===== config.mk =====
export PLATFORM = sky130hd
export DESIGN_NAME = xsed_fifo
export DESIGN_NICKNAME = d
export VERILOG_FILES = /design/src/rtl/xsed_fifo.sv
export SDC_FILE = /design/constraint.sdc
export NUM_CORES = 1
export LEC_CHECK = 0
export BUFFER_PORTS_ARGS = -buffer_cell sky130_fd_sc_hd__buf_2
export CAP_MARGIN = 20
export CORE_MARGIN = 3
export CORE_UTILIZATION = 48
export DETAILED_ROUTE_END_ITERATION = 16
export HOLD_SLACK_MARGIN = 0.03
export PLACE_DENSITY_LB_ADDON = 0.05
export SKIP_CTS_REPAIR_TIMING = 1
export SKIP_LAST_GASP = 1
export SYNTH_ARGS = -nofsm -noshare
export SYNTH_HDL_FRONTEND = slang
export SYNTH_SLANG_ARGS = --single-unit

===== constraint.sdc =====
create_clock -name clock -period 1.93 [get_ports clock]
set_clock_uncertainty 0.15 [all_clocks]
set_input_delay 0 -clock clock [delete_from_list [all_inputs] [get_ports clock]]
set_output_delay 0 -clock clock [all_outputs]
set_load 0.01 [all_outputs]

===== src/rtl/xsed_fifo.sv =====
// Two-entry register queue for decoder entries and results.
`default_nettype none
module xsed_fifo #(
   parameter int WIDTH = 8
) (
   input  wire logic             clock,
   input  wire logic             reset,
   input  wire logic             push,
   input  wire logic [WIDTH-1:0] push_data,
   output logic                  full,
   input  wire logic             pop,
   output logic      [WIDTH-1:0] pop_data,
   output logic                  empty
);

   logic [WIDTH-1:0] mem_ff [2];
   logic             wr_ptr_ff, wr_ptr_in;
   logic             rd_ptr_ff, rd_ptr_in;
   logic [1:0]       count_ff, count_in;
   logic             do_push, do_pop;

   assign full     = (count_ff == 2'd2);
   assign empty    = (count_ff == 2'd0);
   assign do_push  = push && !full;
   assign do_pop   = pop && !empty;
   assign pop_data = mem_ff[rd_ptr_ff];

   always_comb begin
      wr_ptr_in = do_push ? !wr_ptr_ff : wr_ptr_ff;
      rd_ptr_in = do_pop  ? !rd_ptr_ff : rd_ptr_ff;
      count_in  = count_ff;
      if (do_push && !do_pop) begin
         count_in = count_ff + 2'd1;
      end else if (do_pop && !do_push) begin
         count_in = count_ff - 2'd1;
      end
   end

   always_ff @(posedge clock) begin
      if (reset) begin
         wr_ptr_ff <= 1'b0;
         rd_ptr_ff <= 1'b0;
         count_ff  <= 2'd0;
      end else begin
         wr_ptr_ff <= wr_ptr_in;
         rd_ptr_ff <= rd_ptr_in;
         count_ff  <= count_in;
      end
   end

   always_ff @(posedge clock) begin
      if (do_push) begin
         mem_ff[wr_ptr_ff] <= push_data;
      end
   end

`ifndef SYNTHESIS
   a_no_push_when_full: assert property (@(posedge clock) disable iff (reset)
      !(push && full))
      else $error("transfer pushed into a full queue");
`endif

endmodule
`default_nettype wire


==> results by group, run 1 <==
Floorplan
  • Starting density of the core: 0.5205
  • Site row count: 14
  • Number of primary I/O pins: 22
  • Die area: 2176 sq um
  • Horizontal die dimension: 46.65 um
  • Die boundary height: 46.65 um
  • Area of the core: 1524 sq um

Drt
  • Routed WL per cell: 12.28 um
  • Antenna violation net count after detailed routing: 0
  • Initial drt markers: 4
  • Count of TritonRoute iterations in the first routing pass: 4
  • Via count of the routed design: 490
  • Via-to-Cell Ratio: 4.851
  • DRC violation count after routing: 0
  • WL final: 1240 um

STA
  • Number of failing setup endpoints in the final timing report: 0
  • Tmin final: 1718 ps
  • Number of max-slew violations in the final report: 0
  • Sum Neg Setup Slack: 0 ps
  • Final period utilization: 0.8903
  • Count of final hold-check violations: 0
  • Unrepaired setup endpoints after global routing: no
  • Max-slew headroom at the worst pin: 0.7580
  • Measured slew at the worst slew-check pin: 363.0 ps
  • Achievable Freq: 582.0 MHz

Finish
  • Share of final-layout standard cells stronger than drive strength 1: 0.3882
  • Number of nets in the layout: 99
  • Final antenna diode count: 0
  • Utilization after layout: 0.6888
  • P&R area growth vs syn: 32.33%

Global route
  • Largest net degree at the start of global routing: 12
  • Global-route wire length before repair: 1573 um
  • Number of antenna violations at the first check in global routing: 0
  • Total gr overflow: 0
  • Number of global-route vias before repair: 384
  • Overall global routing resource usage: 0.1069

Clock network
  • Clock insertion delay at the later pin of the skew report: 290 ps
  • Number of sinks handled by clock tree synthesis: 21
  • TritonCTS clock tree: yes
  • Clock Pin Slew Worst Setup and Hold Paths: 110 ps
  • CTS Buf Count: 3
  • Clock root cell: clkbuf_4
  • CTS H-Tree Depth: 1
  • Clock tree buffer depth: 2

Setup path
  • Delay of the slowest critical-path stage: 380 ps
  • Type of element launching the critical path: flip-flop
  • Cell-by-cell trace of the critical path: o21ai_0, ha_1, or3_1, a21oi_1
  • Arrival @ worst endpoint: 1790 ps
  • Worst Path Class, Setup: flip-flop to flip-flop
  • Type of destination of the critical path: flip-flop
  • Peak fanout along the critical path: 5
  • R2r worst-path depth: 4
  • Data required time at the worst endpoint: 2000 ps
  • Reg2reg setup slack: 210 ps
  • Critical-path top delay cell: dfxtp_1

Power
  • Part of the total power dissipated in sequential elements: 0.528
  • Maximum resistive drop on vdd: 944.0 uV
  • Power density cells: 1145 nW/um^2
  • Leak pwr: 0.4240 nW
  • Comb power frac: 0.308
  • Part of the power in the clock network: 0.164
  • Switching share of total power: 0.2943
  • Switching power: 353.8 uW
  • Internal power: 848.4 uW

Synth
  • Adder-cell share of the synthesized area: 0.01577
  • Count of cell types in the netlist: 13
  • Main synth FF type: edfxtp_1
  • Yosys top cell area share: 0.6057
  • Cell types occupying the most area after synthesis: edfxtp_1 (61%), dfxtp_1 (13%), mux2_2 (11%), xor2_1 (3.3%), nor2_1 (2.4%)
  • Cell area after synthesis: 793.3 sq um
  • Commonest cells in the synthesized netlist: edfxtp_1 (16), mux2_2 (8), dfxtp_1 (5), nor2_1 (5)
  • Warnings, synthesis: 0
  • Number of enable-type register cells in the synthesized netlist: 16
  • Synth async-reset ratio: 0
  • Xor/xnor share of the synthesized area: 0.03312
  • Count of mapped cells out of synthesis: 50
  • Average instance area after synthesis: 15.87 sq um
  • Most frequent cell after synthesis: edfxtp_1
  • Yosys reg bits: 21
  • Area share of and/or/nand/nor cells after synthesis: 0.05836
  • Library cell occupying the most area in the post-synthesis netlist: edfxtp_1
  • Largest family of logic cells by synthesized area: multiplexers
  • Sequential-to-total area share from yosys stat: 0.7319
  • Net count after synthesis: 63
  • Multiplexer share of the synthesized area: 0.1136
  • Area fraction in compound gates after synthesis: 0.03155

Place
  • Final GP Congestion: 0.6598
  • DP HPWL: 826.6 um
  • Port-buffer cells: 21

Hold path
  • HP Class: input pin to flip-flop
  • Instance count along the most critical hold path: 2

Outcome
  • Outcome: finished, final reports clean

Job
  • Max Cap Viol: 0
[power by group through the flow]
stage | registers [mW] | clock network (mW) | logic [mW]
4_1_cts | 0.636 | 0.204 | 0.357
3_3_place_gp | 0.645 | 0 | 0.351
6_report | 0.634 | 0.198 | 0.370
5_1_grt | 0.645 | 0.227 | 0.409
3_5_place_dp | 0.646 | 0 | 0.354
2_1_floorplan | 0.615 | 0 | 0.266
[layer usage]
metal / wire [um] / up-vias / GRT usage
li1: - / 251 / -
met1: 567 / 227 / 0.1253
met2: 622 / 12 / 0.1758
met3: 50 / 0 / 0.03516
met4: 0 / 0 / 0.04972
met5: 0 / - / 0
[metrics by stage]
step / power, mW / hold WS, ps / cell area, sq um / worst slack [ps] / cells
after floorplan: 0.8817 / -80.93 / 793.3 / 268.5 / 50
after global placement: 0.9955 / 39.28 / 913.4 / 264.3 / 86
after detailed placement: 1.000 / 42.04 / 913.4 / 222.8 / 86
after CTS: 1.197 / -265.8 / 939.7 / 197.2 / 90
after global routing: 1.281 / 270.3 / 1050 / 132.1 / 101
final: 1.202 / 280.4 / 1050 / 211.7 / 101
[flip-flops by register name (all words and copies together), names as in the netlist, named ones only]
name,cells
mem_ff,16
rd_ptr_ff,1
count_ff,2
wr_ptr_ff,1
[final timing paths]
path / from / to
setup / recovery: count_ff[0] / count_ff[1]
hold / removal: push_data[7] / mem_ff[1][7]
setup reg to reg: count_ff[0] / count_ff[1]
hold reg to reg: wr_ptr_ff / wr_ptr_ff
[placed cells by master, fill, tap and decap left out, drive strengths merged]
cell / n
buf: 21
edfxtp: 16
dlygate4sd3: 11
mux2: 8
nor2: 5
dfxtp: 5
clkbuf: 4
o21ai: 3
xor2: 3
inv: 2
or3: 2
a21oi: 2
nor2b: 1
and2: 1
ha: 1
[cell families (layout without fill, tap and decap cells)]
group | after synthesis | count (layout)
multiplexers | 8 | 8
flip-flops | 21 | 21
adder cells (fa/ha/maj) | 1 | 1
AND/OR/NAND/NOR | 9 | 9
buffers and inverters | 3 | 38
AO/OA/AOI/OAI | 5 | 5
XOR/XNOR | 3 | 3
[final cells by class]
cell class / count / area (sq um)
clock buffers: 4 / 26.28
repair buffers: 32 / 215.2
inverters: 2 / 7.507
flip-flops and latches: 21 / 580.6
fillers: 110 / 474.2
multi-input cells: 26 / 200.2
well taps: 16 / 20.02
[critical path, delay by kind of cell (launching register included)]
kind                     cells  cell delay [ps]
AO/OA/AOI/OAI                2              430
adder cells (fa/ha/maj)      1              330
flip-flops                   1              380
AND/OR/NAND/NOR              1              370
(Power assumes the default switching activity.)
==> inputs of run 2 (changes only) <==
--- a/config.mk
+++ b/config.mk
@@ -9,9 +9,11 @@
 export CAP_MARGIN = 20
 export CORE_MARGIN = 3
 export CORE_UTILIZATION = 48
+export CTS_CLUSTER_DIAMETER = 30
 export DETAILED_ROUTE_END_ITERATION = 16
+export GPL_TIMING_DRIVEN = 0
 export HOLD_SLACK_MARGIN = 0.03
-export PLACE_DENSITY_LB_ADDON = 0.05
+export PLACE_DENSITY = 0.81
 export SKIP_CTS_REPAIR_TIMING = 1
 export SKIP_LAST_GASP = 1
 export SYNTH_ARGS = -nofsm -noshare
==> results by group, run 2 (synthesis results as in run 1) <==
Outcome
  • Outcome: finished, final reports clean

Floorplan
  • Starting density of the core: 0.5205
  • Site row count: 14
  • Number of primary I/O pins: 22
  • Die area: 2176 sq um
  • Area of the core: 1524 sq um
  • Die boundary height: 46.65 um
  • Horizontal die dimension: 46.65 um

Clock network
  • Clock Pin Slew Worst Setup and Hold Paths: 110 ps
  • Number of sinks handled by clock tree synthesis: 21
  • TritonCTS clock tree: yes
  • Clock tree buffer depth: 2
  • Clock insertion delay at the later pin of the skew report: 290 ps
  • CTS H-Tree Depth: 1
  • CTS Buf Count: 3
  • Clock root cell: clkbuf_4

Finish
  • Share of final-layout standard cells stronger than drive strength 1: 0.3953
  • Number of nets in the layout: 100
  • Most flops, register: mem_ff
  • Largest registers: mem_ff (16), count_ff (2)
  • Utilization after layout: 0.6921
  • Final antenna diode count: 0
  • P&R area growth vs syn: 32.97%
  • Flip-flop count of the largest register after layout: 16
  • Commonest cells after routing, fill and taps aside: buf_2 (22), edfxtp_1 (16), dlygate4sd3_1 (11)
  • Filler Cells Inserted: 114
  • Commonest non-fill, non-tap cell in the layout: buf_2
  • Total area of multi-input combinational cells: 200.2 sq um
  • Area used by sequential logic in the layout: 580.6 sq um

Global route
  • Overall global routing resource usage: 0.1294
  • Largest net degree at the start of global routing: 12
  • Number of antenna violations at the first check in global routing: 0
  • Number of global-route vias before repair: 445
  • Global-route wire length before repair: 1849 um
  • Total gr overflow: 0

Hold path
  • HP Class: input pin to flip-flop

Drt
  • Initial drt markers: 2
  • WL final: 1334 um
  • Via count of the routed design: 506
  • Antenna violation net count after detailed routing: 0
  • DRC violation count after routing: 0
  • Count of TritonRoute iterations in the first routing pass: 4
  • Via-to-Cell Ratio: 4.961
  • Routed WL per cell: 13.08 um

Setup path
  • Peak fanout along the critical path: 5
  • Gate family responsible for the most delay along the worst path: buffers and inverters
  • Worst Path Class, Setup: flip-flop to flip-flop
  • Critical-path top delay cell: dlygate4sd3_1
  • Delay of the slowest critical-path stage: 560 ps
  • Cell-by-cell trace of the critical path: nor2b_2, or3_1, a21oi_1, dlygate4sd3_1
  • Data required time at the worst endpoint: 2020 ps
  • Type of element launching the critical path: flip-flop
  • Worst path bufs/invs: 1
  • Type of destination of the critical path: flip-flop
  • Arrival @ worst endpoint: 1870 ps

Power
  • Leak pwr: 0.4308 nW
  • Power density cells: 1156 nW/um^2
  • Maximum resistive drop on vdd: 636.8 uV

Place
  • Port-buffer cells: 21
  • DP HPWL: 911.9 um
  • Final GP Congestion: 0.6871

STA
  • Count of final hold-check violations: 0
  • Max-slew headroom at the worst pin: 0.7306
  • Tmin final: 1776 ps
  • Number of failing setup endpoints in the final timing report: 0
  • Unrepaired setup endpoints after global routing: no
  • Achievable Freq: 563.2 MHz
  • Sum Neg Setup Slack: 0 ps
  • Final period utilization: 0.9200
  • Measured slew at the worst slew-check pin: 404.0 ps
  • Number of max-slew violations in the final report: 0

Job
  • Max Cap Viol: 0
-- run 2: cell count changes in the layout (fill, tap and decap cells not counted) --
cell   delta
buf_2     +1
-- run 2: through the flow --
step	area, sq um	cells	hold WS (ps)	total power [mW]	worst slack (ps)
after detailed placement	918.4	87	43.53	1.011	205.6
final	1055	102	180.6	1.220	154.4
after CTS	944.7	91	-268.8	1.211	197.9
after global routing	1055	102	256.6	1.294	73.08
after floorplan	793.3	50	-80.93	0.8817	268.5
after global placement	918.4	87	38.39	0.9920	258.6
-- run 2: area by class of cell --
cell class | instances | share of cell area
clock buffer | 4 | 0.02491
tap | 16 | 0.01898
inverter | 2 | 0.007117
buffer | 1 | 0.004745
sequential | 21 | 0.5504
multi-input combinational | 26 | 0.1898
timing repair buffer | 32 | 0.2040
-- run 2: layer usage --
metal,wire length [um],GRT usage,vias up,part of all wire
met1,576,0.1375,236,0.43
met3,86,0.04297,2,0.064
li1,-,-,254,-
met4,12,0.08287,0,0.0090
met2,658,0.2170,14,0.49
met5,0,0,-,0
-- run 2: final timing paths --
kind	startpoint	end	slack, ps	cells past startpoint
worst max-delay path	count_ff[1]	wr_ptr_ff	150	4
worst max register to register	count_ff[1]	wr_ptr_ff	150	4
worst min register to register	rd_ptr_ff	rd_ptr_ff	370	2
worst min-delay path	push	count_ff[0]	180	6
-- run 2: worst register-to-register path: stages, from the launching register on --
cell and delay (ps):
dfxtp_1 360, nor2b_2 180, or3_1 340, a21oi_1 140, dlygate4sd3_1 560
-- run 2: report_power, final --
part | internal, mW | switching [mW] | leakage, nW
Sequential | 0.577 | 0.0395 | 0.191
Clock | 0.0803 | 0.119 | 0.0150
Combinational | 0.201 | 0.204 | 0.225
Total | 0.858 | 0.362 | 0.431
