File: src/rtl/xsed_pkg.sv
// Shared types and constants of the cross-reference stream entry decoder.
`default_nettype none
package xsed_pkg;

   localparam int OBJ_W      = 12;
   localparam int WIDTH_W    = 4;
   localparam int VALUE_W    = 64;
   localparam int BYTE_W     = 8;
   localparam int POS_W      = 5;
   localparam int CSR_IDX_W  = 3;
   localparam int CSR_DATA_W = 12;
   localparam int OBJ_SPACE  = 2 ** OBJ_W;

   typedef enum logic [CSR_IDX_W-1:0] {
      REG_WIDTH_TYPE,
      REG_WIDTH_SECOND,
      REG_WIDTH_THIRD,
      REG_FIRST_OBJECT,
      REG_LAST_OBJECT
   } reg_index_type;

   typedef enum logic [1:0] {
      KIND_FREE,
      KIND_IN_USE,
      KIND_COMPRESSED
   } kind_type;

   typedef enum logic [1:0] {
      STATUS_STORED,
      STATUS_BAD_TYPE,
      STATUS_OUT_OF_RANGE,
      STATUS_SKIPPED
   } status_type;

   typedef struct packed {
      logic [OBJ_W-1:0]   object_number;
      logic [1:0]         kind;
      logic               bad_type;
      logic               out_of_range;
      logic               section_end;
      logic [VALUE_W-1:0] second_value;
      logic [VALUE_W-1:0] third_value;
   } entry_type;

   typedef struct packed {
      logic [OBJ_W-1:0]   object_number;
      logic [1:0]         entry_kind;
      logic [VALUE_W-1:0] second_value;
      logic [VALUE_W-1:0] third_value;
      logic [1:0]         status;
      logic               section_end;
   } rsp_type;

endpackage
`default_nettype wire

File: src/rtl/xsed_front.sv
// Front end: section registers, byte assembly into entries and entry classification.
`default_nettype none
module xsed_front import xsed_pkg::*; #(
   parameter int MAX_OBJECTS     = 4096,
   parameter int MAX_FIELD_BYTES = 8
) (
   input  wire logic                  clock,
   input  wire logic                  reset,
   input  wire logic                  csr_we,
   input  wire logic [CSR_IDX_W-1:0]  csr_index,
   input  wire logic [CSR_DATA_W-1:0] csr_wdata,
   input  wire logic                  in_valid,
   input  wire logic [BYTE_W-1:0]     data_byte,
   output logic                       entry_push,
   output entry_type                  entry,
   output logic                       restart
);

   localparam logic [WIDTH_W-1:0] MAX_W     = WIDTH_W'(MAX_FIELD_BYTES);
   localparam logic [31:0]        MAX_OBJ_L = 32'(MAX_OBJECTS);

   logic [WIDTH_W-1:0] width_type_ff, width_type_in;
   logic [WIDTH_W-1:0] width_second_ff, width_second_in;
   logic [WIDTH_W-1:0] width_third_ff, width_third_in;
   logic [OBJ_W-1:0]   first_object_ff, first_object_in;
   logic [OBJ_W-1:0]   last_object_ff, last_object_in;
   logic [POS_W-1:0]   pos_ff, pos_in;
   logic [VALUE_W-1:0] acc_type_ff, acc_type_in;
   logic [VALUE_W-1:0] acc_second_ff, acc_second_in;
   logic [VALUE_W-1:0] acc_third_ff, acc_third_in;
   logic [OBJ_W-1:0]   obj_ff, obj_in;
   logic               halted_ff, halted_in;

   logic [WIDTH_W-1:0] wt, ws, w3;
   logic [POS_W-1:0]   wt5, ts5, total;
   logic [POS_W-1:0]   pos_nx;
   logic [VALUE_W-1:0] acc_type_nx, acc_second_nx, acc_third_nx;
   logic [VALUE_W-1:0] type_val;
   logic               done;
   logic               cfg_hit;

   // clamp field widths
   always_comb begin
      wt    = (width_type_ff   > MAX_W) ? MAX_W : width_type_ff;
      ws    = (width_second_ff > MAX_W) ? MAX_W : width_second_ff;
      w3    = (width_third_ff  > MAX_W) ? MAX_W : width_third_ff;
      wt5   = POS_W'(wt);
      ts5   = POS_W'(wt) + POS_W'(ws);
      total = ts5 + POS_W'(w3);
   end

   // shift the byte into its field
   always_comb begin
      acc_type_nx   = acc_type_ff;
      acc_second_nx = acc_second_ff;
      acc_third_nx  = acc_third_ff;
      if (total != '0) begin
         if (pos_ff < wt5) begin
            acc_type_nx = {acc_type_ff[VALUE_W-BYTE_W-1:0], data_byte};
         end else if (pos_ff < ts5) begin
            acc_second_nx = {acc_second_ff[VALUE_W-BYTE_W-1:0], data_byte};
         end else begin
            acc_third_nx = {acc_third_ff[VALUE_W-BYTE_W-1:0], data_byte};
         end
      end
      pos_nx = pos_ff + POS_W'(1);
      done   = (total == '0) || (pos_nx == total);
   end

   // classify the completed entry
   always_comb begin
      type_val            = (wt == '0) ? VALUE_W'(1) : acc_type_nx;
      entry.object_number = obj_ff;
      entry.bad_type      = (type_val > VALUE_W'(2));
      entry.kind          = entry.bad_type ? KIND_FREE : type_val[1:0];
      entry.out_of_range  = (32'(obj_ff) >= MAX_OBJ_L);
      entry.section_end   = (obj_ff == last_object_ff);
      entry.second_value  = acc_second_nx;
      entry.third_value   = acc_third_nx;
   end

   always_comb begin
      width_type_in   = width_type_ff;
      width_second_in = width_second_ff;
      width_third_in  = width_third_ff;
      first_object_in = first_object_ff;
      last_object_in  = last_object_ff;
      cfg_hit         = csr_we;
      case (csr_index)
         REG_WIDTH_TYPE:   width_type_in   = csr_wdata[WIDTH_W-1:0];
         REG_WIDTH_SECOND: width_second_in = csr_wdata[WIDTH_W-1:0];
         REG_WIDTH_THIRD:  width_third_in  = csr_wdata[WIDTH_W-1:0];
         REG_FIRST_OBJECT: first_object_in = csr_wdata[OBJ_W-1:0];
         REG_LAST_OBJECT:  last_object_in  = csr_wdata[OBJ_W-1:0];
         default:          cfg_hit         = 1'b0;
      endcase
      if (!csr_we) begin
         width_type_in   = width_type_ff;
         width_second_in = width_second_ff;
         width_third_in  = width_third_ff;
         first_object_in = first_object_ff;
         last_object_in  = last_object_ff;
      end
   end

   always_comb begin
      pos_in        = pos_ff;
      acc_type_in   = acc_type_ff;
      acc_second_in = acc_second_ff;
      acc_third_in  = acc_third_ff;
      obj_in        = obj_ff;
      halted_in     = halted_ff;
      entry_push    = 1'b0;
      if (cfg_hit) begin
         pos_in        = '0;
         acc_type_in   = '0;
         acc_second_in = '0;
         acc_third_in  = '0;
         obj_in        = first_object_in;
         halted_in     = (first_object_in > last_object_in);
      end else if (in_valid && !halted_ff) begin
         if (done) begin
            entry_push    = 1'b1;
            pos_in        = '0;
            acc_type_in   = '0;
            acc_second_in = '0;
            acc_third_in  = '0;
            if ((obj_ff >= last_object_ff) || entry.out_of_range) begin
               halted_in = 1'b1;
            end else begin
               obj_in = obj_ff + OBJ_W'(1);
            end
         end else begin
            pos_in        = pos_nx;
            acc_type_in   = acc_type_nx;
            acc_second_in = acc_second_nx;
            acc_third_in  = acc_third_nx;
         end
      end
   end

   assign restart = cfg_hit;

   always_ff @(posedge clock) begin
      if (reset) begin
         width_type_ff   <= WIDTH_W'(1);
         width_second_ff <= WIDTH_W'(4);
         width_third_ff  <= WIDTH_W'(2);
         first_object_ff <= '0;
         last_object_ff  <= '0;
         pos_ff          <= '0;
         acc_type_ff     <= '0;
         acc_second_ff   <= '0;
         acc_third_ff    <= '0;
         obj_ff          <= '0;
         halted_ff       <= 1'b0;
      end else begin
         width_type_ff   <= width_type_in;
         width_second_ff <= width_second_in;
         width_third_ff  <= width_third_in;
         first_object_ff <= first_object_in;
         last_object_ff  <= last_object_in;
         pos_ff          <= pos_in;
         acc_type_ff     <= acc_type_in;
         acc_second_ff   <= acc_second_in;
         acc_third_ff    <= acc_third_in;
         obj_ff          <= obj_in;
         halted_ff       <= halted_in;
      end
   end

endmodule
`default_nettype wire

File: config.mk
export PLATFORM = sky130hd
export DESIGN_NAME = xsed_front
export DESIGN_NICKNAME = d
export VERILOG_FILES = /design/src/rtl/xsed_pkg.sv /design/src/rtl/xsed_front.sv
export SDC_FILE = /design/constraint.sdc
export NUM_CORES = 1
export LEC_CHECK = 0
export BUFFER_PORTS_ARGS = -buffer_cell sky130_fd_sc_hd__buf_2
export CORE_MARGIN = 1.5
export CORE_UTILIZATION = 35
export CTS_CLUSTER_SIZE = 14
export DETAILED_ROUTE_END_ITERATION = 8
export PLACE_DENSITY = 0.59
export SYNTH_ARGS = -nofsm -noshare
export SYNTH_HDL_FRONTEND = slang
export SYNTH_SLANG_ARGS = --single-unit
File: constraint.sdc
create_clock -name clock -period 7.75 [get_ports clock]
set_input_delay 0.3875 -clock clock [delete_from_list [all_inputs] [get_ports clock]]
set_output_delay 0.3875 -clock clock [all_outputs]
set_load 0.01 [all_outputs]
==> qor.txt, run 1 <==
status -> finished, final reports clean
cell area power density -> 218 nW/um2
CP cell instances -> inv_1 > nand2_1 > inv_1 > fa_1 > inv_1 > fa_1 > xor2_1 > nand3b_1 > nor3_4 > nor2_1 > nand2b_2 > buf_4 > mux2_2 > buf_2
DIE WIDTH -> 186 um
fill cell count -> 3224
clock insertion delay at the later pin of the skew report -> 0.53 ns
CTS tree -> done
largest net degree at the start of global routing -> 88
first-pass iteration count of the detailed router -> 4
vias post-DR -> 8519
total global-route track usage -> 15.8%
fin. max-slew vios -> 0
Worst-path clk slew -> 0.06 ns
final worst path period share -> 68.0%
Final Setup Violations -> 0
DR WL/cell -> 17.2 um
Post-synth EDFFs -> 0
Final Power -> 2.96 mW
Buf+Inv Stages, Crit Path -> 5
Port-buffer cells -> 172
initial antenna violation count -> 0
ys async rst share -> 0%
Startpoint Class -> flip-flop
WP data required -> 7.36 ns
Slowest Stage Delay on Critical Path -> 0.57 ns
Worst R2R Path Depth -> 15
first-pass GRT wire length -> 44300 um
drt total wl -> 27900 um
max_slew headroom -> 22.7%
fin crit period -> 5.27 ns
Inserted Clock Buffers -> 28
Hold Crit Class -> primary input to flip-flop
Chip Height -> 186 um
CTS Buffer Depth -> 3
root buffer cell -> clkbuf_16
FMAX -> 190 MHz
crit-path max FO -> 36
pre-CTS WS -> 3.01 ns
post-synthesis sequential area ratio -> 42.0%
initial core utilization -> 35.8%
area of the mapped netlist -> 11700 um2
leak pwr -> 6.70 nW
Avg Inst Size Synth -> 11.5 um2
Syn-to-layout area delta -> 15.8%
antenna cells -> 0
cell row count -> 66
DRT antenna net count -> 0
most frequent CP cell -> inv_1
crit path kind -> flip-flop to primary output
Distinct cells, synth -> 64
arrival time at the worst endpoint -> 4.89 ns
Final GP Congestion -> 0.782
Post-synth top flop -> dfxtp_1
WHS -> 0.144 ns
buffer count from post-CTS setup fixing -> 0
synthesized instance count -> 1020
CP delay by family, top -> simple AND/OR/NAND/NOR gates
cts hold-fix bufs -> 0
dpl hpwl -> 18200 um
Fin. Hold Viols -> 0
Crit. End Element -> primary output
Die Area -> 34600 um2
Net Count, Synth -> 1090
crit path max-delay cell type -> nand2b_2
Levels on crit path -> 14
vias in the first global route -> 8127
Syn. warnings -> 0
layout cells sized above 1 -> 43.3%
worst slew pin tran -> 1.16 ns
number of I/O pins -> 174
DRT iter0 DRCs -> 439
Max-cap violations -> 0
H-tree Lvls -> 1
VDD IR max -> 0.000141 V
unrepaired setup endpoints after global routing -> no
hold path cells -> 3
post-layout util -> 41.4%
DR vias/cell -> 5.27
post-route setup slack -> 2.48 ns
nets -> 1222
GRT overflow -> 0
clk_skew -> 0.00704 ns
Core Region -> 32800 um2
total negative slack -> 0 ns
CTS sink cnt -> 246
# DRC -> 0
cts repair resizes -> 0
synthesis-stage register bit count -> 246
-- metrics by stage --
| stage | cells | instance area, um2 |
|---|---|---|
| 2_1_floorplan | 1020 | 11700 |
| 3_3_place_gp | 1564 | 12600 |
| 3_5_place_dp | 1564 | 12600 |
| 4_1_cts | 1616 | 13600 |
| 5_1_grt | 1616 | 13600 |
| 6_report | 1616 | 13600 |
-- synth_stat cells, types with 7 or more instances --
| library cell | number | area [um2] |
|---|---|---|
| dfxtp_1 | 246 | 4920 |
| mux2_2 | 131 | 1480 |
| a32o_2 | 120 | 1350 |
| a22o_1 | 65 | 569 |
| nor2_1 | 51 | 191 |
| ha_1 | 41 | 513 |
| mux2i_1 | 33 | 330 |
| inv_1 | 32 | 120 |
| buf_6 | 31 | 349 |
| clkbuf_1 | 24 | 90.1 |
| a21o_1 | 19 | 143 |
| a21oi_1 | 18 | 90.1 |
| nor2b_1 | 18 | 113 |
| nor4_1 | 18 | 113 |
| nand2_1 | 17 | 63.8 |
| nand3_1 | 14 | 70.1 |
| nor3_1 | 10 | 50.1 |
| xnor2_1 | 10 | 87.6 |
| buf_2 | 9 | 45.0 |
| buf_4 | 9 | 67.6 |
| a32o_1 | 8 | 80.1 |
| nand2b_1 | 7 | 43.8 |
| o21ai_0 | 7 | 35.0 |
| xor2_1 | 7 | 61.3 |
-- logic make-up after synthesis --
| group | count (synthesis) | synth area share [%] |
|---|---|---|
| DFF | 246 | 42.0 |
| and+or+nand+nor | 167 | 7.95 |
| muxes | 164 | 15.4 |
| adders and majority gates | 43 | 4.72 |
| buffers and inverters | 114 | 6.60 |
| xor gates and xnor gates | 20 | 1.83 |
| other | 1 | 0.0320 |
| AOI/OAI and AO/OA | 265 | 21.5 |
-- area by class of cell --
cell class / instances / area [um2] / share of cell area (%)
multi-input combinational: 660 / 6040 / 44.5
timing repair buffer: 183 / 943 / 6.95
sequential: 246 / 4920 / 36.3
inverter: 33 / 124 / 0.913
clock buffer: 39 / 833 / 6.14
tap: 442 / 553 / 4.07
clock inverter: 13 / 150 / 1.11
-- power by group --
part	internal (mW)	switching (mW)
Sequential	1.28	0.0150
Clock	0.849	0.532
Combinational	0.103	0.182
Total	2.23	0.729
-- registers in the layout (all words and copies together) (netlist names) --
signal,flops
width_second_ff,4
pos_ff,5
acc_third_ff,64
obj_ff,12
last_object_ff,12
width_third_ff,4
acc_second_ff,64
halted_ff,1
first_object_ff,12
width_type_ff,4
acc_type_ff,64
-- metal layers --
metal  routed length [um]  GRT usage (%)  part of all wire [%]  up-vias
met3                  991           1.86                   3.6       34
li1                     -              -                     -     4190
met5                    0              0                     0        -
met1                14300           23.5                    51     4146
met2                12200           24.0                    44      149
met4                  440           3.97                   1.6        0
-- tightest hold or removal path: stages --
cell and delay [ns]:
buf_2 0.09, mux2i_1 0.08, nor2_1 0.08
-- layout by cell type (no fill, tap or decap), drive strengths merged, types with 18 or more instances in the layout --
cell type	count
a21o	19
a21oi	22
a22o	65
a32o	128
buf	183
clkbuf	39
dfxtp	246
ha	41
inv	32
mux2	131
mux2i	33
nand2	18
nor2	52
nor2b	18
nor4	19
-- worst paths after layout --
path / start / endpoint / slack [ns]
max reg2reg: width_type_ff[3] / acc_third_ff[55] / 3.08
max: width_type_ff[3] / entry[5] / 2.48
min reg2reg: acc_type_ff[56] / acc_type_ff[56] / 0.48
min: csr_wdata[6] / last_object_ff[6] / 0.14
Power figures use the tool's default switching activity.
==> run 2: changes to the inputs <==
- ABC_AREA: not set -> 1
- PLACE_DENSITY: 0.59 -> 0.61
- clock period: 7.75 -> 4.6 ns (I/O delays scaled with it)
==> qor.txt, run 2 <==
Die Area -> 37800 um2 (+9.2%)
Fin. Hold Viols -> 0 (unchanged)
DRT iter0 DRCs -> 931 (+110%)
cell area power density -> 344 nW/um2 (+58%)
Final Setup Violations -> 0 (unchanged)
initial antenna violation count -> 1 (+1)
arrival time at the worst endpoint -> 4.19 ns (-0.70 ns)
Chip Height -> 194 um (+4.5%)
worst slew pin tran -> 0.949 ns (-0.210 ns)
Max-cap violations -> 0 (unchanged)
first-pass iteration count of the detailed router -> 6 (+2)
Inserted Clock Buffers -> 30 (+7.1%)
Crit. End Element -> primary output
DIE WIDTH -> 194 um (+4.5%)
Syn-to-layout area delta -> 20.2%
Top Registers -> acc_second_ff x64, acc_third_ff x64, acc_type_ff x64
post-route setup slack -> 0.176 ns (-2.30 ns)
ys async rst share -> 0% (unchanged)
vias in the first global route -> 11800 (+45%)
Syn. warnings -> 0 (unchanged)
Hold Crit Class -> primary input to flip-flop
CTS tree -> done
root buffer cell -> clkbuf_16
post-layout util -> 43.0% (+1.6 points)
Final GP Congestion -> 0.819 (+4.8%)
most frequent cells after synthesis -> nand2_1, dfxtp_1, nor2_1, inv_1, o21ai_0
initial core utilization -> 35.8% (about the same)
area of the mapped netlist -> 12800 um2 (+9.3%)
pre-CTS WS -> 0.440 ns (-2.57 ns)
post-synthesis sequential area ratio -> 38.4% (-3.6 points)
end point of the worst hold path -> last_object_ff[7]
status -> finished, final reports clean
crit-path max FO -> 10 (-72%)
Post-synth top flop -> dfxtp_1
Post-synth EDFFs -> 0 (unchanged)
CTS sink cnt -> 246 (unchanged)
r2r endpoint -> acc_second_ff[50]
unrepaired setup endpoints after global routing -> yes
Worst R2R Path Depth -> 19 (+4)
leading cell types in the layout, fill and taps excluded -> nand2_1, dfxtp_1, nor2_1
hold path cells -> 3 (unchanged)
WP data required -> 4.37 ns (-2.99 ns)
Port-buffer cells -> 172 (unchanged)
Min-Delay Startpoint -> csr_wdata[7]
Distinct cells, synth -> 35 (-45%)
leak pwr -> 6.36 nW (-5.1%)
drt total wl -> 38200 um (+37%)
Final Power -> 5.30 mW (+79%)
DR vias/cell -> 5.09 (-3.5%)
largest cells by area after synthesis -> dfxtp_1, nand2_1, a22oi_1, o21ai_0, nor2_1
synthesis-stage register bit count -> 246 (unchanged)
crit path kind -> flip-flop to primary output
DRT antenna net count -> 0 (unchanged)
nets -> 2111 (+73%)
dpl hpwl -> 24600 um (+35%)
clk_skew -> 0.0202 ns (+0.0132 ns)
first-pass GRT wire length -> 60900 um (+37%)
H-tree Lvls -> 1 (unchanged)
DR WL/cell -> 15.2 um (-12%)
fin crit period -> 4.42 ns
area leader, netlist -> dfxtp_1
total negative slack -> 0 ns (unchanged)
synthesized instance count -> 1915 (+88%)
total global-route track usage -> 19.3% (+3.5 points)
number of I/O pins -> 174 (unchanged)
largest net degree at the start of global routing -> 198 (+130%)
top-count cell post-synth -> nand2_1
Core Region -> 35800 um2 (+9.3%)
Yosys top cell area share -> 38.4% (-3.6 points)
max_slew headroom -> 36.7% (+14 points)
final worst path period share -> 96.2%
Net Count, Synth -> 1985 (+82%)
# DRC -> 0 (unchanged)
Avg Inst Size Synth -> 6.69 um2 (-42%)
FMAX -> 226 MHz
fill cell count -> 3682 (+14%)
CTS Buffer Depth -> 3 (unchanged)
VDD IR max -> 0.000284 V (+100%)
WHS -> 0.0262 ns (-0.117 ns)
flop2flop setup slack -> 0.83 ns (-2.25 ns)
antenna cells -> 0 (unchanged)
cell row count -> 69 (+4.5%)
reg-to-reg critical path startpoint -> width_type_ff[1]
clock insertion delay at the later pin of the skew report -> 0.58 ns (+0.05 ns)
layout cells sized above 1 -> 14.8% (-29 points)
GRT overflow -> 0 (unchanged)
Worst-path clk slew -> 0.05 ns (about the same)
Startpoint Class -> flip-flop
commonest non-fill, non-tap cell in the layout -> nand2_1
vias post-DR -> 12800 (+51%)
fin. max-slew vios -> 0 (unchanged)
-- run 2: worst max path at each step --
| stage | startpoint | endpoint | slack (ns) | depth (start not counted) |
|---|---|---|---|---|
| CTS | width_type_ff[0] | entry[132] | 0.004 | 21 |
| detailed placement | width_type_ff[0] | entry[132] | 0.44 | 22 |
| finish | width_type_ff[1] | entry[132] | 0.18 | 22 |
| global route | width_type_ff[0] | entry[132] | -0.05 | 27 |
| global placement | width_type_ff[0] | entry[132] | 0.48 | 22 |
| floorplan | width_type_ff[0] | entry[132] | 1.16 | 23 |
-- run 2: per-stage QoR --
| stage | instances | area, um2 |
|---|---|---|
| finish | 2522 | 15400 |
| global route | 2522 | 15400 |
| CTS | 2510 | 15100 |
| detailed placement | 2442 | 14000 |
| global placement | 2442 | 14000 |
| floorplan | 1915 | 12800 |
-- run 2: worst max-delay path, stage by stage (launching register included) --
cell       delay (ns)
dfxtp_1          0.33
inv_2            0.06
nand2_2          0.08
a21oi_1          0.07
ha_2             0.19
fa_2             0.59
inv_2            0.05
fa_2             0.57
nand2_2          0.07
nor2_2           0.12
nand3_4          0.17
buf_6            0.18
clkbuf_16        0.16
nand3_1          0.08
nand2_1          0.07
nor2_1           0.12
nand2_1          0.08
nor2_1           0.10
nand2_1          0.09
nor2_4           0.15
nand2_1          0.06
nor2_1           0.08
buf_2            0.16
-- run 2: area by class of cell --
cell class	instances	area, um2	area share [%]
Clock buffer	45	857	5.57
Clock inverter	7	62.6	0.406
Inverter	205	779	5.06
Multi-Input combinational cell	1339	6730	43.7
Sequential cell	246	4930	32.0
Tap cell	461	577	3.75
Timing Repair Buffer	219	1470	9.51
-- run 2: layer usage --
metal	GRT usage, %	up-vias	routed length [um]
met5	0	-	0
met1	25.6	5989	17600
li1	-	6454	-
met2	32.0	310	17700
met3	2.53	74	1730
met4	7.32	0	1210
-- run 2: cells by family (layout without fill, tap and decap cells) --
kind of cell,after synthesis,count (layout),synth area share (%)
DFF,246,246,38.4
other,1,1,0.0293
and+or+nand+nor,849,850,26.3
buffers and inverters,331,476,10.4
adders and majority gates,43,43,4.32
AOI/OAI and AO/OA,431,431,19.5
xor gates and xnor gates,14,14,0.957
-- run 2: where the power goes --
group	internal [mW]	switching [mW]
sequential	2.16	0.0218
combinational	0.264	0.627
clock	1.28	0.946
total	3.70	1.60
-- run 2: timing repair --
action	in CTS	in global routing
buffers inserted	2	8
hold buffers	10	0
pin swaps	2	25
setup endpoints to repair	32	115
resized for setup	16	33
hold endpoints to repair	13	0
cloned	4	4
==> run 3: changes to the inputs <==
- MAX_ROUTING_LAYER: not set -> met4
==> qor.txt, run 3 (synthesis gave the netlist of run 2 again) <==
leading cell types in the layout, fill and taps excluded -> nand2_1, dfxtp_1, nor2_1
post-layout util -> 43.0% (about the same)
total global-route track usage -> 19.9% (+0.59 points)
DRT antenna net count -> 0 (unchanged)
initial core utilization -> 35.8% (unchanged)
Post-Layout Cell Count -> 2523 (+0.040%)
fill cell count -> 3683 (+0.027%)
largest net degree at the start of global routing -> 198 (unchanged)
Worst R2R Path Depth -> 21 (+2)
Max-cap violations -> 0 (unchanged)
Port-buffer cells -> 172 (unchanged)
worst slew pin tran -> 0.953 ns (+0.00349 ns)
CTS Buffer Depth -> 3 (unchanged)
# DRC -> 0 (unchanged)
Worst-path clk slew -> 0.05 ns (about the same)
DIE WIDTH -> 194 um (unchanged)
status -> finished, final reports clean
DRT iter0 DRCs -> 998 (+7.2%)
clock insertion delay at the later pin of the skew report -> 0.58 ns (about the same)
GRT overflow -> 0 (unchanged)
Placed Cells -> 2442 (unchanged)
DR vias/cell -> 5.07 (-0.34%)
Inserted Clock Buffers -> 30 (unchanged)
clk_skew -> 0.0201 ns (-0.000129 ns)
Syn-to-layout area delta -> 20.1% (about the same)
fin crit period -> 4.40 ns (-0.0263 ns)
vias post-DR -> 12800 (-0.30%)
final worst path period share -> 95.6% (-0.57 points)
FMAX -> 227 MHz (+0.60%)
layout cells sized above 1 -> 14.6% (-0.10 points)
number of I/O pins -> 174 (unchanged)
cell row count -> 69 (unchanged)
H-tree Lvls -> 1 (unchanged)
Fin. Hold Viols -> 0 (unchanged)
nets -> 2112 (+0.047%)
antenna cells -> 0 (unchanged)
drt total wl -> 38300 um (about the same)
Die Area -> 37800 um2 (unchanged)
vias in the first global route -> 11800 (unchanged)
hold path cells -> 3 (unchanged)
crit-path max FO -> 10 (unchanged)
total negative slack -> 0 ns (unchanged)
first-pass GRT wire length -> 60800 um (about the same)
first-pass iteration count of the detailed router -> 5 (-1)
Chip Height -> 194 um (unchanged)
Core Region -> 35800 um2 (unchanged)
Hold Crit Class -> primary input to flip-flop
Final Setup Violations -> 0 (unchanged)
Startpoint Class -> flip-flop
crit path kind -> flip-flop to primary output
VDD IR max -> 0.000285 V (+0.14%)
DR WL/cell -> 15.2 um (about the same)
CTS tree -> done
root buffer cell -> clkbuf_16
leak pwr -> 6.37 nW (about the same)
cell area power density -> 344 nW/um2 (about the same)
Final GP Congestion -> 0.831 (+1.5%)
CTS sink cnt -> 246 (unchanged)
WP data required -> 4.37 ns (about the same)
commonest non-fill, non-tap cell in the layout -> nand2_1
fin. max-slew vios -> 0 (unchanged)
Crit. End Element -> primary output
initial antenna violation count -> 1 (unchanged)
arrival time at the worst endpoint -> 4.17 ns (-0.02 ns)
max_slew headroom -> 36.5% (-0.23 points)
Top Registers -> acc_second_ff x64, acc_third_ff x64, acc_type_ff x64
dpl hpwl -> 24600 um (unchanged)
[run 3: changes by cell type in the layout (fill, tap and decap cells not counted), sizes merged]
cell and delta:
buf +1
[run 3: cell type report]
class | instances | area [um2] | area share [%]
Tap cell | 461 | 577 | 3.75
Multi-Input combinational cell | 1339 | 6720 | 43.6
Inverter | 205 | 779 | 5.06
Clock buffer | 45 | 857 | 5.57
Clock inverter | 7 | 62.6 | 0.406
Sequential cell | 246 | 4930 | 32.0
Timing Repair Buffer | 220 | 1470 | 9.57
[run 3: power by group]
part	leakage [nW]	internal, mW	switching (mW)	total, mW
clock	0.449	1.28	0.947	2.23
sequential	1.99	2.16	0.0218	2.18
combinational	3.93	0.264	0.628	0.892
total	6.37	3.70	1.60	5.30
[run 3: path summary, 6_finish.rpt]
kind | to | slack, ns | from
worst max register to register | acc_second_ff[39] | 0.83 | width_type_ff[2]
worst min-delay path | last_object_ff[7] | 0.03 | csr_wdata[7]
worst max-delay path | entry[132] | 0.20 | width_type_ff[1]
worst min register to register | width_third_ff[2] | 0.46 | width_third_ff[2]
[run 3: critical path, cell delays in order (launching register included)]
cell,delay [ns]
dfxtp_1,0.32
inv_2,0.06
nand2_2,0.08
a21oi_1,0.07
ha_2,0.19
fa_2,0.59
inv_2,0.05
fa_2,0.55
nand2_1,0.08
nor2_2,0.13
nand3_4,0.17
buf_6,0.18
clkbuf_16,0.16
nand3_1,0.08
nand2_1,0.07
nor2_1,0.12
nand2_1,0.08
nor2_1,0.10
nand2_1,0.08
nor2_4,0.14
nand2_1,0.06
nor2_1,0.08
buf_2,0.16
[run 3: routing by layer]
layer / vias to the layer above / GRT usage (%) / wire, um
met5: - / - / 0
met4: 0 / 7.32 / 1220
met3: 76 / 2.48 / 1750
met2: 325 / 31.9 / 17600
met1: 5928 / 25.7 / 17700
li1: 6459 / - / -
[run 3: through the flow]
| step | hold slack [ns] | instance area [um2] | power [mW] | setup WS [ns] |
|---|---|---|---|---|
| 2_1_floorplan | 0.360 | 12800 | 2.78 | 1.16 |
| 3_3_place_gp | 0.452 | 14000 | 3.01 | 0.477 |
| 3_5_place_dp | 0.455 | 14000 | 3.01 | 0.440 |
| 4_1_cts | 0.00269 | 15100 | 5.33 | 0.00384 |
| 5_1_grt | 0.0342 | 15400 | 5.53 | -0.0690 |
| 6_report | 0.0270 | 15400 | 5.30 | 0.202 |
[run 3: timing repair]
action,4_1_cts,5_1_grt
pin swaps,2,22
cloned,4,4
hold buffers,10,0
setup buffers,2,9
endpoints found under the hold margin,13,0
gates resized for setup,16,34
endpoints found under the setup margin,32,115
